## src/rtl/tdpt_pkg.sv

```systemverilog
// ----------------------------------------------------------------------------
// tdpt_pkg: shared types for the trial division prime test
// status that the remainder unit reports back to the sequencer
// ----------------------------------------------------------------------------
package tdpt_pkg;

   typedef struct packed {
      logic done;   // one-cycle pulse, remainder is final
      logic zero;   // remainder is zero, valid with done
   } rem_status_type;

endpackage

```

## src/rtl/tdpt_rem_unit.sv

```systemverilog
// ----------------------------------------------------------------------------
// tdpt_rem_unit: bit-serial remainder unit
// restoring division, one dividend bit per cycle through one subtractor
// ----------------------------------------------------------------------------
module tdpt_rem_unit #(
   parameter int WIDTH = 32
) (
   input  logic                    clock,
   input  logic                    reset,
   input  logic                    start,
   input  logic [WIDTH-1:0]        dividend,
   input  logic [WIDTH/2:0]        divisor,
   output tdpt_pkg::rem_status_type status
);

   localparam int DW = WIDTH / 2 + 1;
   localparam int CW = $clog2(WIDTH);

   logic [WIDTH-1:0] shift_ff, shift_in;
   logic [DW-1:0]    rem_ff, rem_in;
   logic [CW-1:0]    cnt_ff, cnt_in;
   logic             run_ff, run_in;
   logic             done_ff, done_in;

   logic [DW:0]      trial;
   logic [DW:0]      diff;

   // shift the next dividend bit in and try one subtract
   assign trial = {rem_ff, shift_ff[WIDTH-1]};
   assign diff  = trial - {1'b0, divisor};

   always_comb begin
      shift_in = shift_ff;
      rem_in   = rem_ff;
      cnt_in   = cnt_ff;
      run_in   = run_ff;
      done_in  = 1'b0;
      if (start) begin
         shift_in = dividend;
         rem_in   = '0;
         cnt_in   = CW'(WIDTH - 1);
         run_in   = 1'b1;
      end else if (run_ff) begin
         shift_in = {shift_ff[WIDTH-2:0], 1'b0};
         // no borrow: remainder below twice the divisor, so the difference fits
         rem_in   = diff[DW] ? trial[DW-1:0] : diff[DW-1:0];
         cnt_in   = cnt_ff - 1'b1;
         if (cnt_ff == '0) begin
            run_in  = 1'b0;
            done_in = 1'b1;
         end
      end
   end

   always_ff @(posedge clock) begin
      if (reset) begin
         run_ff  <= 1'b0;
         done_ff <= 1'b0;
         cnt_ff  <= '0;
      end else begin
         run_ff  <= run_in;
         done_ff <= done_in;
         cnt_ff  <= cnt_in;
      end
      shift_ff <= shift_in;
      rem_ff   <= rem_in;
   end

   assign status.done = done_ff;
   assign status.zero = (rem_ff == '0);

endmodule

```

## src/rtl/trial_division_prime_test_top.sv

```systemverilog
// ----------------------------------------------------------------------------
// trial_division_prime_test_top: trial division primality test
// tests one signed integer per command beat and reports whether it is prime
// ----------------------------------------------------------------------------
// usage
//   a command beat is taken at a rising edge with start high and busy low;
//   req_number is a two's complement integer, only its low WIDTH bits count
//   (bit WIDTH-1 is the sign). one result beat follows: rsp_valid is high for
//   exactly one cycle with rsp_is_prime. the receiver cannot stall, so the
//   result is simply shown once and gone.
// sequencing
//   negative values, zero and one: result in the cycle after the command,
//   and busy stays low. otherwise each trial divisor takes one bound
//   compare (S_CHECK), then a pass through the bit-serial remainder unit
//   (S_DIV) until its done pulse; a 32-bit prime near 2^31 tries about
//   46340 divisors, so the serial remainder unit dominates the run time.
//   for these, busy is high the whole time and drops in the cycle the
//   result beat is shown, so the next command can be taken there.
// reset
//   synchronous, active high: sequencer returns to idle, no result pending.
// ----------------------------------------------------------------------------
module trial_division_prime_test_top #(
   parameter int WIDTH = 32
) (
   input  logic        clock,
   input  logic        reset,
   input  logic        start,
   output logic        busy,
   input  logic [31:0] req_number,
   output logic        rsp_valid,
   output logic        rsp_is_prime
);

   localparam int DW = WIDTH / 2 + 1;   // divisor stays below 2^(WIDTH/2+1)

   // sequencer codes
   localparam logic [1:0] S_IDLE  = 2'd0;
   localparam logic [1:0] S_CHECK = 2'd1;
   localparam logic [1:0] S_DIV   = 2'd2;

   logic [1:0]       state_ff, state_in;
   logic [WIDTH-1:0] n_ff, n_in;      // value under test
   logic [DW-1:0]    d_ff, d_in;      // current trial divisor
   logic [WIDTH-1:0] sq_ff, sq_in;    // d squared, kept by running sum
   logic             valid_ff, valid_in;
   logic             prime_ff, prime_in;
   logic             rem_start;

   logic [WIDTH+31:0] num_ext;
   logic [WIDTH-1:0]  num;

   tdpt_pkg::rem_status_type rem_status;

   // fit the 32-bit field to WIDTH: drop high bits or zero extend
   assign num_ext = {{WIDTH{1'b0}}, req_number};
   assign num     = num_ext[WIDTH-1:0];

   tdpt_rem_unit #(
      .WIDTH(WIDTH)
   ) u_rem (
      .clock   (clock),
      .reset   (reset),
      .start   (rem_start),
      .dividend(n_ff),
      .divisor (d_ff),
      .status  (rem_status)
   );

   always_comb begin
      state_in  = state_ff;
      n_in      = n_ff;
      d_in      = d_ff;
      sq_in     = sq_ff;
      valid_in  = 1'b0;
      prime_in  = prime_ff;
      rem_start = 1'b0;
      unique case (state_ff)
         S_IDLE: begin
            if (start) begin
               n_in  = num;
               d_in  = DW'(2);
               sq_in = WIDTH'(4);
               // negative, zero and one are never prime
               if (num[WIDTH-1] || num <= WIDTH'(1)) begin
                  valid_in = 1'b1;
                  prime_in = 1'b0;
               end else begin
                  state_in = S_CHECK;
               end
            end
         end
         S_CHECK: begin
            // bound passed without a divisor: prime
            if (sq_ff > n_ff) begin
               valid_in = 1'b1;
               prime_in = 1'b1;
               state_in = S_IDLE;
            end else begin
               rem_start = 1'b1;
               state_in  = S_DIV;
            end
         end
         S_DIV: begin
            if (rem_status.done) begin
               if (rem_status.zero) begin
                  valid_in = 1'b1;
                  prime_in = 1'b0;
                  state_in = S_IDLE;
               end else begin
                  // (d+1)^2 = d^2 + 2d + 1
                  d_in     = d_ff + 1'b1;
                  sq_in    = sq_ff + WIDTH'({d_ff, 1'b1});
                  state_in = S_CHECK;
               end
            end
         end
         default: begin
            state_in = S_IDLE;
         end
      endcase
   end

   always_ff @(posedge clock) begin
      if (reset) begin
         state_ff <= S_IDLE;
         valid_ff <= 1'b0;
      end else begin
         state_ff <= state_in;
         valid_ff <= valid_in;
      end
      n_ff     <= n_in;
      d_ff     <= d_in;
      sq_ff    <= sq_in;
      prime_ff <= prime_in;
   end

   assign busy         = (state_ff != S_IDLE);
   assign rsp_valid    = valid_ff;
   assign rsp_is_prime = prime_ff;

endmodule

```

## config.mk

```make
export PLATFORM = sky130hd
export DESIGN_NAME = trial_division_prime_test_top
export DESIGN_NICKNAME = d
export VERILOG_FILES = /design/src/rtl/tdpt_pkg.sv /design/src/rtl/tdpt_rem_unit.sv /design/src/rtl/trial_division_prime_test_top.sv
export SDC_FILE = /design/constraint.sdc
export NUM_CORES = 1
export LEC_CHECK = 0
export ABC_AREA = 1
export BUFFER_PORTS_ARGS = -buffer_cell sky130_fd_sc_hd__buf_4
export CORE_MARGIN = 3
export CORE_UTILIZATION = 57
export CTS_CLUSTER_DIAMETER = 50
export CTS_CLUSTER_SIZE = 8
export DETAILED_ROUTE_END_ITERATION = 10
export PLACE_DENSITY = 0.82
export SYNTH_ARGS = -nofsm -noshare
export SYNTH_HDL_FRONTEND = slang
export SYNTH_SLANG_ARGS = --single-unit
```

## constraint.sdc

```tcl
create_clock -name clock -period 2.8 [get_ports clock]
set_input_delay 0 -clock clock [delete_from_list [all_inputs] [get_ports clock]]
set_output_delay 0 -clock clock [all_outputs]
set_load 0.02 [all_outputs]
```

# After elaboration in Yosys (flattened, before gate mapping)

Index checks and enable logic that the tools add are counted.
W data, S select, Z words.

Register bits: 141
Bits of input ports: 35
Output and inout bits: 3
Logic and storage cells: 77

$add $sub $neg: 4
Order comparisons: 2
Eq/ne operators: 9
Muxes and demuxes: 37
Bitwise logic cells: 1
Reduce and logical (&&, ||, !) cells: 13

Operator list:

| operator                | number |
|---|---|
| $mux W32                | 5 |
| $mux W17                | 4 |
| $pmux W32 S2            | 1 |
| $pmux W17 S2            | 1 |
| $add A32 B18 Y32        | 1 |
| $gt A32 B32 Y1          | 1 |
| $le A32 B1 Y1 const B   | 1 |
| $sub A18 B17 Y18        | 1 |
| $add A17 B1 Y17 const B | 1 |
| $logic_not A17 Y1       | 1 |
| $mux W1                 | 17 |
| $ne A2 B2 Y1 const B    | 6 |
| $mux W5                 | 2 |
| $mux W2                 | 4 |
| $pmux W1 S3             | 2 |
| $pmux W2 S3             | 1 |
| $reduce_and A6 Y1       | 1 |
| $reduce_bool A2 Y1      | 3 |
| $logic_not A5 Y1        | 1 |
| $sub A5 B1 Y5 const B   | 1 |
| $reduce_and A4 Y1       | 1 |
| $reduce_and A3 Y1       | 1 |
| $reduce_bool A3 Y1      | 1 |
| $reduce_or A3 Y1        | 1 |
| other kinds (7)         | 7 |

# Longest topological paths before layout

Gate-level depths: netlist (run 1).

Word-level depth: 5
Depth in mapped cells: 19
Mapped depth without buffers: 18

# Hierarchy

A second synthesis (run 1) with hierarchy kept.

Cells, all modules: 1233
Area, all modules: 9549.2 um^2

Modules (own cells, without submodules):

| module                        | times used | cells each | area an instance (um^2) | sequential area each (um^2) |
|---|---|---|---|---|
| trial_division_prime_test_top | 1          | 678        | 5647.9                  | 2522.4 |
| tdpt_rem_unit                 | 1          | 555        | 3901.2                  | 1441.4 |

# Least setup slack after synthesis (run 1)

OpenSTA, ideal clock, no wires.

Path kind: flip-flop to flip-flop
Start: reg sq_ff[19]
End: reg u_rem.shift_ff[0], enable pin
Setup time: 389 ps
Data arrival time: 2350 ps
Required time: 2411 ps
Slack: 61 ps
Cell stages (with the launch flop): 15
Buffers on the path: 2
Path through: edfxtp_1 ha_1 nand2_1 inv_1 nand2_1 nand2_1 nand2_1 nand3_1 a21oi_1 nand2_1 nand2_1 nand2_2 buf_6 buf_4 nand2_1

Word-level cells in the longest chain between the ends: 4

RTL lines:

| what                         | RTL line                             | source |
|---|---|---|
| start, declared              | trial_division_prime_test_top.sv:44  | `logic [WIDTH-1:0] sq_ff, sq_in;` |
| start signal, assigned       | trial_division_prime_test_top.sv:133 | `sq_ff <= sq_in;` |
| $gt A32 B32 Y1               | trial_division_prime_test_top.sv:94  | `if (sq_ff > n_ff) begin` |
| $mux W1                      | trial_division_prime_test_top.sv:94  |  |
| $mux W1                      | trial_division_prime_test_top.sv:77  | `unique case (state_ff)` |
| $reduce_bool A2 Y1 (no line) | --                                   |  |
| end signal, assigned         | tdpt_rem_unit.sv:65                  | `shift_ff <= shift_in;` |
| end, declared                | tdpt_rem_unit.sv:19                  | `logic [WIDTH-1:0] shift_ff, shift_in;` |

No other way between the ends.
A chain may end at the register's enable or synchronous reset.

# Worst setup path after layout (run 1)

Start: reg sq_ff[22]
End: reg u_rem.cnt_ff[1]

Word-level cells in the longest chain between the ends: 4

RTL lines:

| what                                          | RTL line                            | source |
|---|---|---|
| $gt A32 B32 Y1 (*)                            | trial_division_prime_test_top.sv:94 |  |
| $mux W1 (*)                                   | trial_division_prime_test_top.sv:94 |  |
| $mux W1 (*)                                   | trial_division_prime_test_top.sv:77 |  |
| $mux W5 or $reduce_bool A2 Y1 (tied branches) | --                                  |  |
| end signal, assigned                          | tdpt_rem_unit.sv:63                 | `cnt_ff <= cnt_in;` |
| end, declared                                 | tdpt_rem_unit.sv:21                 | `logic [CW-1:0] cnt_ff, cnt_in;` |

Mark *: on every way between the ends. The rest lies on a longest branch, timed or not.

==> flow_summary.json, run 1 <==
{
  "netlist_instances": 1102,
  "start_util_pct": 59.7,
  "grtUsageTotal_pct": 26.2,
  "dieArea_sq_mm": 0.0171,
  "max_stage_delay_ps": 500,
  "crit_buf_inv": 2,
  "antenna_left": 0,
  "regArea_sq_mm": 0.00396,
  "post_cts_buffers": 0,
  "clk_pin_slew_worst_paths_ps": 60,
  "synth_adder_area_share_pct": 10.2,
  "ioPinCount": 38,
  "critPathLaunch": "sq_ff[22]$_SDFFCE_PN0P_",
  "p_per_area_mw_per_mm2": 1030,
  "slowest_stage": "edfxtp_1",
  "crit_fanout": 42,
  "ctsHoldBuffers": 33,
  "crit_family": "simple AND/OR/NAND/NOR gates",
  "cts_tree": "done",
  "antenna_found_initial": 0,
  "synth_nets": 1208,
  "drt-total-wl_mm": 21.5,
  "finalSetupTns_ps": 0,
  "h-tree-depth": 4,
  "p_leak_nw": 4.72,
  "ys_types": 39,
  "slew-limit-headroom_pct": 69.4,
  "seq_area_frac_synth_pct": 44.6,
  "grt_setup_unrepaired": "false",
  "fin_skew_ps": 7.82,
  "syn_area_sq_mm": 0.00888,
  "grt_max_degree": 64,
  "grt_pass1_vias": 7189,
  "die_h_um": 131,
  "clk_latency_ps": 430,
  "clk_path_buf_depth": 2,
  "nNetsFinal": 1282,
  "dp_cells": 1308,
  "fillers": 1113,
  "cts_made_buffers": 17,
  "worst_setup_path_end_kind": "flop",
  "synth_compound_area_share_pct": 11.1,
  "crit_type": "reg -> reg",
  "drtIter0Drc": 761,
  "die_w_um": 131,
  "hold_viol_final": 0,
  "dp_hpwl_mm": 15.1,
  "drive_above_1_share_pct": 9.42,
  "cts-root-buf": "clkbuf_16",
  "worst_ep_required_time_ps": 3120,
  "crit_path_cell_trace": "ha_1 -> nand2_1 -> nor2_1 -> nand4_1 -> nor2_1 -> nand2_1 -> nand2_1 -> nand2_1 -> nand2_2 -> buf_4 -> nand3_1 -> nand2_1 -> inv_1",
  "worstMarginPinSlew_ps": 459,
  "antenna_cells": 0,
  "portBuffers": 37,
  "clock_sinks": 141,
  "vias": 7633,
  "multi_input_area_sq_mm": 0.00428,
  "slew_violations": 0,
  "setup_violations": 0,
  "gp_congestion": 0.919,
  "drc_errors": 0,
  "hp-class": "in -> reg",
  "maxCapViolCount": 0,
  "hp-start": "start",
  "period_minus_slack_ps": 2540,
  "core_region_area_sq_mm": 0.0149,
  "worstPathArrival_ps": 2860,
  "synth-simple-area-share_pct": 25.8,
  "rows": 44,
  "cp_common_cell": "nand2_1",
  "fin_crit_sh_pct": 90.6,
  "ir_worst_vdd_v": 0.000565,
  "fin_cells": 1373,
  "areaGrowthSynthToFinish_pct": 15.2,
  "synth_xor_area_share_pct": 1.18,
  "synth_top_family_by_area": "simple AND/OR/NAND/NOR gates",
  "vias_per_cell": 5.56,
  "drt_pre_antenna_iters": 5,
  "wl_per_cell_um": 15.7,
  "dp_slack_ps": 335,
  "layout_setup_ws_ps": 264,
  "worstSetupStartpointType": "flop",
  "hold_slack_ps": 50.7,
  "grt_overflow": 0,
  "fmax_mhz": 394,
  "cts_resized": 0,
  "ys_ff_latch": 141,
  "yosysWarnings": 0,
  "grt_pass1_wl_mm": 35.2,
  "syn_area_per_cell_sq_um": 8.06,
  "regToRegSetupSlack_ps": 260,
  "muxShareOfSynthArea_pct": 0,
  "status": "complete, no violations",
  "r2r_start": "sq_ff[22]$_SDFFCE_PN0P_"
}
==> synthesized netlist by cell type, drive strengths merged <==
cell type	count	area (sq um)
nand2	310	1220
inv	129	484
edfxtp	114	3420
nor2	100	380
a21oi	95	483
o21ai	82	410
nand3	73	370
ha	69	863
dfxtp	27	541
nor3	19	110
buf	15	111
nor4	10	62.6
xor2	10	87.6
clkbuf	9	33.8
nand4	9	56.3
a21o	5	37.5
nand3b	4	30.0
o21a	4	30.0
and2	3	18.8
or2	3	18.8
and3	2	12.5
clkinv	2	7.51
fa	2	40.0
o21bai	2	15.0
xnor2	2	17.5
a21boi	1	7.51
nor3b	1	7.51
==> worst paths after layout <==
| kind | cells after the start | to |
|---|---|---|
| max | 13 | u_rem.cnt_ff[1]$_SDFFE_PP0P_ |
| min | 5 | state_ff[0]$_SDFFE_PP0P_ |
| max reg2reg | 13 | u_rem.cnt_ff[1]$_SDFFE_PP0P_ |
| min reg2reg | 2 | u_rem.rem_ff[10]$_SDFFE_PP0P_ |
==> cell families after synthesis <==
logic type	after synthesis
AND/OR/NAND/NOR	534
AO/OA/AOI/OAI	189
flip-flops	141
adder cells (fa/ha/maj)	71
XOR/XNOR	12
buffers and inverters	155
==> report_power, final <==
| group | internal [mW] | total [mW] | switching, mW |
|---|---|---|---|
| Clock | 1.21 | 2.11 | 0.893 |
| Combinational | 1.63 | 4.87 | 3.24 |
| Sequential | 3.06 | 3.55 | 0.493 |
| Total | 5.90 | 10.5 | 4.62 |
==> tightest hold or removal path: stages <==
cell	delay, ps
buf_4	80
o21ai_0	70
inv_1	70
nand3_1	80
a21oi_1	130
==> through the flow <==
step                power [mW]  cell area (sq um)  utilization (%)
floorplan                 7.05               8880                -
global placement          8.12               9350             62.9
detailed placement        8.26               9350             62.9
CTS                       10.4              10200             68.8
global route              11.4              10200             68.8
finish                    10.5              10200             68.8
==> final cells by class <==
cell class                      instances  share of cell area, %
Multi-Input combinational cell        806                   41.9
Sequential cell                       141                   38.7
Timing Repair Buffer                   79                   6.97
Inverter                              131                   4.81
Clock buffer                           17                   4.16
Tap cell                              184                   2.25
Clock inverter                         15                   1.21
==> cell usage in the layout, fill, tap and decap left out, drive strengths merged <==
master / synthesis / final
o21a: 4 / 4
clkinvlp: 0 / 4
inv: 129 / 131
buf: 15 / 46
a21oi: 95 / 95
nand4: 9 / 9
nand3b: 4 / 4
o21bai: 2 / 2
clkinv: 2 / 10
edfxtp: 114 / 114
ha: 69 / 69
clkbuf: 9 / 17
or2: 3 / 3
nand2: 310 / 310
o21ai: 82 / 82
nor3: 19 / 19
xor2: 10 / 10
fa: 2 / 2
and2: 3 / 3
dfxtp: 27 / 27
nor2: 100 / 100
xnor2: 2 / 2
nor3b: 1 / 1
dlygate4sd3: 0 / 33
a21boi: 1 / 1
a21o: 5 / 5
nand3: 73 / 73
nor4: 10 / 10
bufinv: 0 / 1
and3: 2 / 2
==> registers in the layout, summed over array words and instances (netlist names) <==
| register | flops |
|---|---|
| n_ff | 32 |
| sq_ff | 32 |
| u_rem.shift_ff | 32 |
| d_ff | 17 |
| u_rem.rem_ff | 17 |
| u_rem.cnt_ff | 5 |
| state_ff | 2 |
| rsp_is_prime | 1 |
| rsp_valid | 1 |
| u_rem.done_ff | 1 |
| u_rem.run_ff | 1 |
==> metal layers <==
| metal | wire (um) | global-route usage, % | up-vias |
|---|---|---|---|
| met5 | 0 | 0 | - |
| met4 | 443 | 7.86 | 0 |
| met3 | 1550 | 6.91 | 41 |
| met2 | 10200 | 43.2 | 290 |
| met1 | 9330 | 34.1 | 3456 |
| li1 | - | - | 3846 |
(Power assumes the default switching activity.)
==> run 2: changes to the inputs <==
--- a/config.mk
+++ b/config.mk
@@ -12,7 +12,8 @@
 export CTS_CLUSTER_DIAMETER = 50
 export CTS_CLUSTER_SIZE = 8
 export DETAILED_ROUTE_END_ITERATION = 10
-export PLACE_DENSITY = 0.82
+export PLACE_DENSITY = 0.81
 export SYNTH_ARGS = -nofsm -noshare
 export SYNTH_HDL_FRONTEND = slang
+export SYNTH_HIERARCHICAL = 1
 export SYNTH_SLANG_ARGS = --single-unit
==> run 2 against run 1 <==
Net effect:
- power decreased by 33%
- sequential cell count unchanged
- via count increased by 12%
- routed wire length increased by 15%
- clock power increased by 14%
- final area increased by 9.7%
- utilization increased by 0.84 points
- combinational power decreased by 61%
- sequential share of layout area decreased by 3.4 points
- clock skew increased by 2.3 ps
- largest cell class unchanged
- highest routed layer unchanged
==> flow_summary.json, run 2 <==
{
  "status": "complete, no violations",
  "fillers": 1244,
  "fin_skew_ps": 10.2,
  "die_w_um": 135,
  "slew_violations": 0,
  "clock_sinks": 141,
  "vias": 8525,
  "grtUsageTotal_pct": 28.3,
  "hp-start": "start",
  "seq_area_frac_synth_pct": 41.5,
  "drtIter0Drc": 743,
  "antenna_cells": 0,
  "hold_path_depth": 4,
  "grt_pass1_vias": 8298,
  "dp_cells": 1493,
  "cts_made_buffers": 17,
  "wl_per_cell_um": 16.0,
  "ioPinCount": 38,
  "syn_area_sq_mm": 0.00955,
  "reg.largest.list": "n_ff x32, sq_ff x32, u_rem/shift_ff x32",
  "fmax_mhz": 390,
  "maxCapViolCount": 0,
  "crit_fanout": 20,
  "drt-total-wl_mm": 24.9,
  "drc_errors": 0,
  "p_per_area_mw_per_mm2": 628,
  "r2r_start": "sq_ff[27]$_SDFFCE_PN0P_",
  "synth_common_cells": "368 x nand2_1, 198 x inv_1, 114 x edfxtp_1, 114 x nor2_1, 72 x a21oi_1",
  "antenna_found_initial": 0,
  "drive_above_1_share_pct": 13.1,
  "synth_nets": 1339,
  "crit_type": "reg -> reg",
  "layout_setup_ws_ps": 233,
  "netlist_instances": 1233,
  "ys_async_sr_fraction_pct": 0,
  "grt_setup_unrepaired": "false",
  "rr_endpoint": "u_rem/shift_ff[15]$_DFFE_PP_",
  "final_area_sq_mm": 0.0112,
  "h-tree-depth": 4,
  "nNetsFinal": 1437,
  "die_h_um": 135,
  "ys_ff_latch": 141,
  "fin_crit_sh_pct": 91.7,
  "start_util_pct": 59.3,
  "final_common_cell": "nand2_1",
  "worst_ep_required_time_ps": 2990,
  "cts-root-buf": "clkbuf_16",
  "gp_congestion": 0.933,
  "synth_top_area_cell": "edfxtp_1",
  "regToRegSetupSlack_ps": 230,
  "worstPathArrival_ps": 2750,
  "yosysWarnings": 6,
  "dp_slack_ps": -185,
  "total_power_mw": 7.05,
  "grt_overflow": 0,
  "ys.flop_type": "edfxtp_1",
  "fin_cells": 1560,
  "grt_pass1_wl_mm": 40.8,
  "setup_violations": 0,
  "areaGrowthSynthToFinish_pct": 17.6,
  "worst-r2r-cell-count": 15,
  "drt_pre_antenna_iters": 8,
  "ys_types": 51,
  "yosysMostFrequentCell": "nand2_1",
  "worstMarginPinSlew_ps": 761,
  "clk_latency_ps": 440,
  "layout_common_cells": "368 x nand2_1, 195 x inv_1, 114 x edfxtp_1",
  "grt_max_degree": 38,
  "clk_pin_slew_worst_paths_ps": 70,
  "syn_area_per_cell_sq_um": 7.74,
  "p_leak_nw": 5.41,
  "ir_worst_vdd_v": 0.000520,
  "postPlaceCellArea_sq_mm": 0.0102,
  "synthTopCellsByArea": "edfxtp_1 36%, nand2_1 14%, ha_1 9.0%",
  "hp-class": "in -> reg",
  "synth_top_area_share_pct": 35.8,
  "worstSetupStartpointType": "flop",
  "portBuffers": 37,
  "hold_viol_final": 0,
  "slew-limit-headroom_pct": 49.3,
  "dp_hpwl_mm": 18.0,
  "finalSetupTns_ps": 0,
  "clk_path_buf_depth": 2,
  "core_region_area_sq_mm": 0.0161,
  "critPathLaunch": "sq_ff[27]$_SDFFCE_PN0P_",
  "synth_edf_count": 114,
  "dieArea_sq_mm": 0.0183,
  "cts_tree": "done",
  "min_to": "n_ff[2]$_DFFE_PP_",
  "antenna_left": 0,
  "vias_per_cell": 5.46,
  "rows": 46,
  "period_minus_slack_ps": 2570,
  "worst_setup_path_end_kind": "flop"
}
[run 2: cell count changes after synthesis, moves of 16 or more]
cell     before  now
o21ai_0      76   31
inv_1       126  198
nand2_1     291  368
a21oi_1      93   72
nor2_1       98  114
nand3_2       1   25
[run 2: per-layer routing]
layer	up-vias	share of wire, %	global-route usage [%]	wire length (um)
li1	4219	-	-	-
met2	361	50	49.9	12400
met1	3893	40	35.2	10000
met4	0	2.5	9.01	629
met3	52	7.3	5.31	1830
met5	-	0	0	0
[run 2: cell families after synthesis]
kind of cell               after synthesis  share of synthesized area (%)
and+or+nand+nor                        656                           31.1
buffers and inverters                  220                           9.03
adders and majority gates               71                           9.46
xor gates and xnor gates                12                           1.10
AOI/OAI and AO/OA                      133                           7.78
DFF                                    141                           41.5
[run 2: through the flow]
step	hold slack (ps)	utilization, %
floorplan	69.1	-
global placement	179	63.5
detailed placement	180	63.5
CTS	263	69.4
global route	283	69.7
finish	273	69.7
[run 2: what timing repair did]
item,in CTS,in global routing
endpoints found under the setup margin,28,51
gates cloned,0,1
gates resized for setup,0,5
hold buffers,33,0
endpoints found under the hold margin,42,0
pin swaps,1,0
setup buffers,1,0
[run 2: layout make-up]
type                    count  area, sq um  area share, %
clock buffers              17          425           3.79
clock inverters            15          196           1.75
inverters                 203          766           6.82
multi-input cells         872         4730           42.2
flip-flops and latches    141         3960           35.3
well taps                 216          270           2.41
repair buffers             96          871           7.76
[run 2: where the power goes]
group	leakage, nW	switching, mW	total [mW]	internal (mW)
Combinational	3.79	1.23	1.88	0.656
Clock	0.300	1.05	2.41	1.37
Sequential	1.32	0.182	2.76	2.57
Total	5.41	2.46	7.05	4.60
[run 2: worst max path at each step]
| stage | end | slack [ps] | depth (start not counted) |
|---|---|---|---|
| after CTS | u_rem/shift_ff[18]$_DFFE_PP_ | 40 | 18 |
| final | u_rem/shift_ff[15]$_DFFE_PP_ | 230 | 15 |
| after global placement | u_rem/shift_ff[26]$_DFFE_PP_ | -80 | 13 |
| after global routing | u_rem/shift_ff[15]$_DFFE_PP_ | 9 | 19 |
| after detailed placement | u_rem/shift_ff[26]$_DFFE_PP_ | -180 | 13 |
| after floorplan | u_rem/shift_ff[0]$_SDFFCE_PN0P_ | 100 | 13 |
[run 2: critical path: stages, from the launching register on]
cell	delay, ps
edfxtp_1	410
ha_1	320
a21oi_1	130
o21ai_0	130
nand2_1	80
nand2_1	40
a21oi_1	140
nand2_1	130
nand2_1	80
nand2_1	70
inv_2	160
buf_12	180
inv_1	70
buf_4	200
nand2_1	100
nand2_1	80
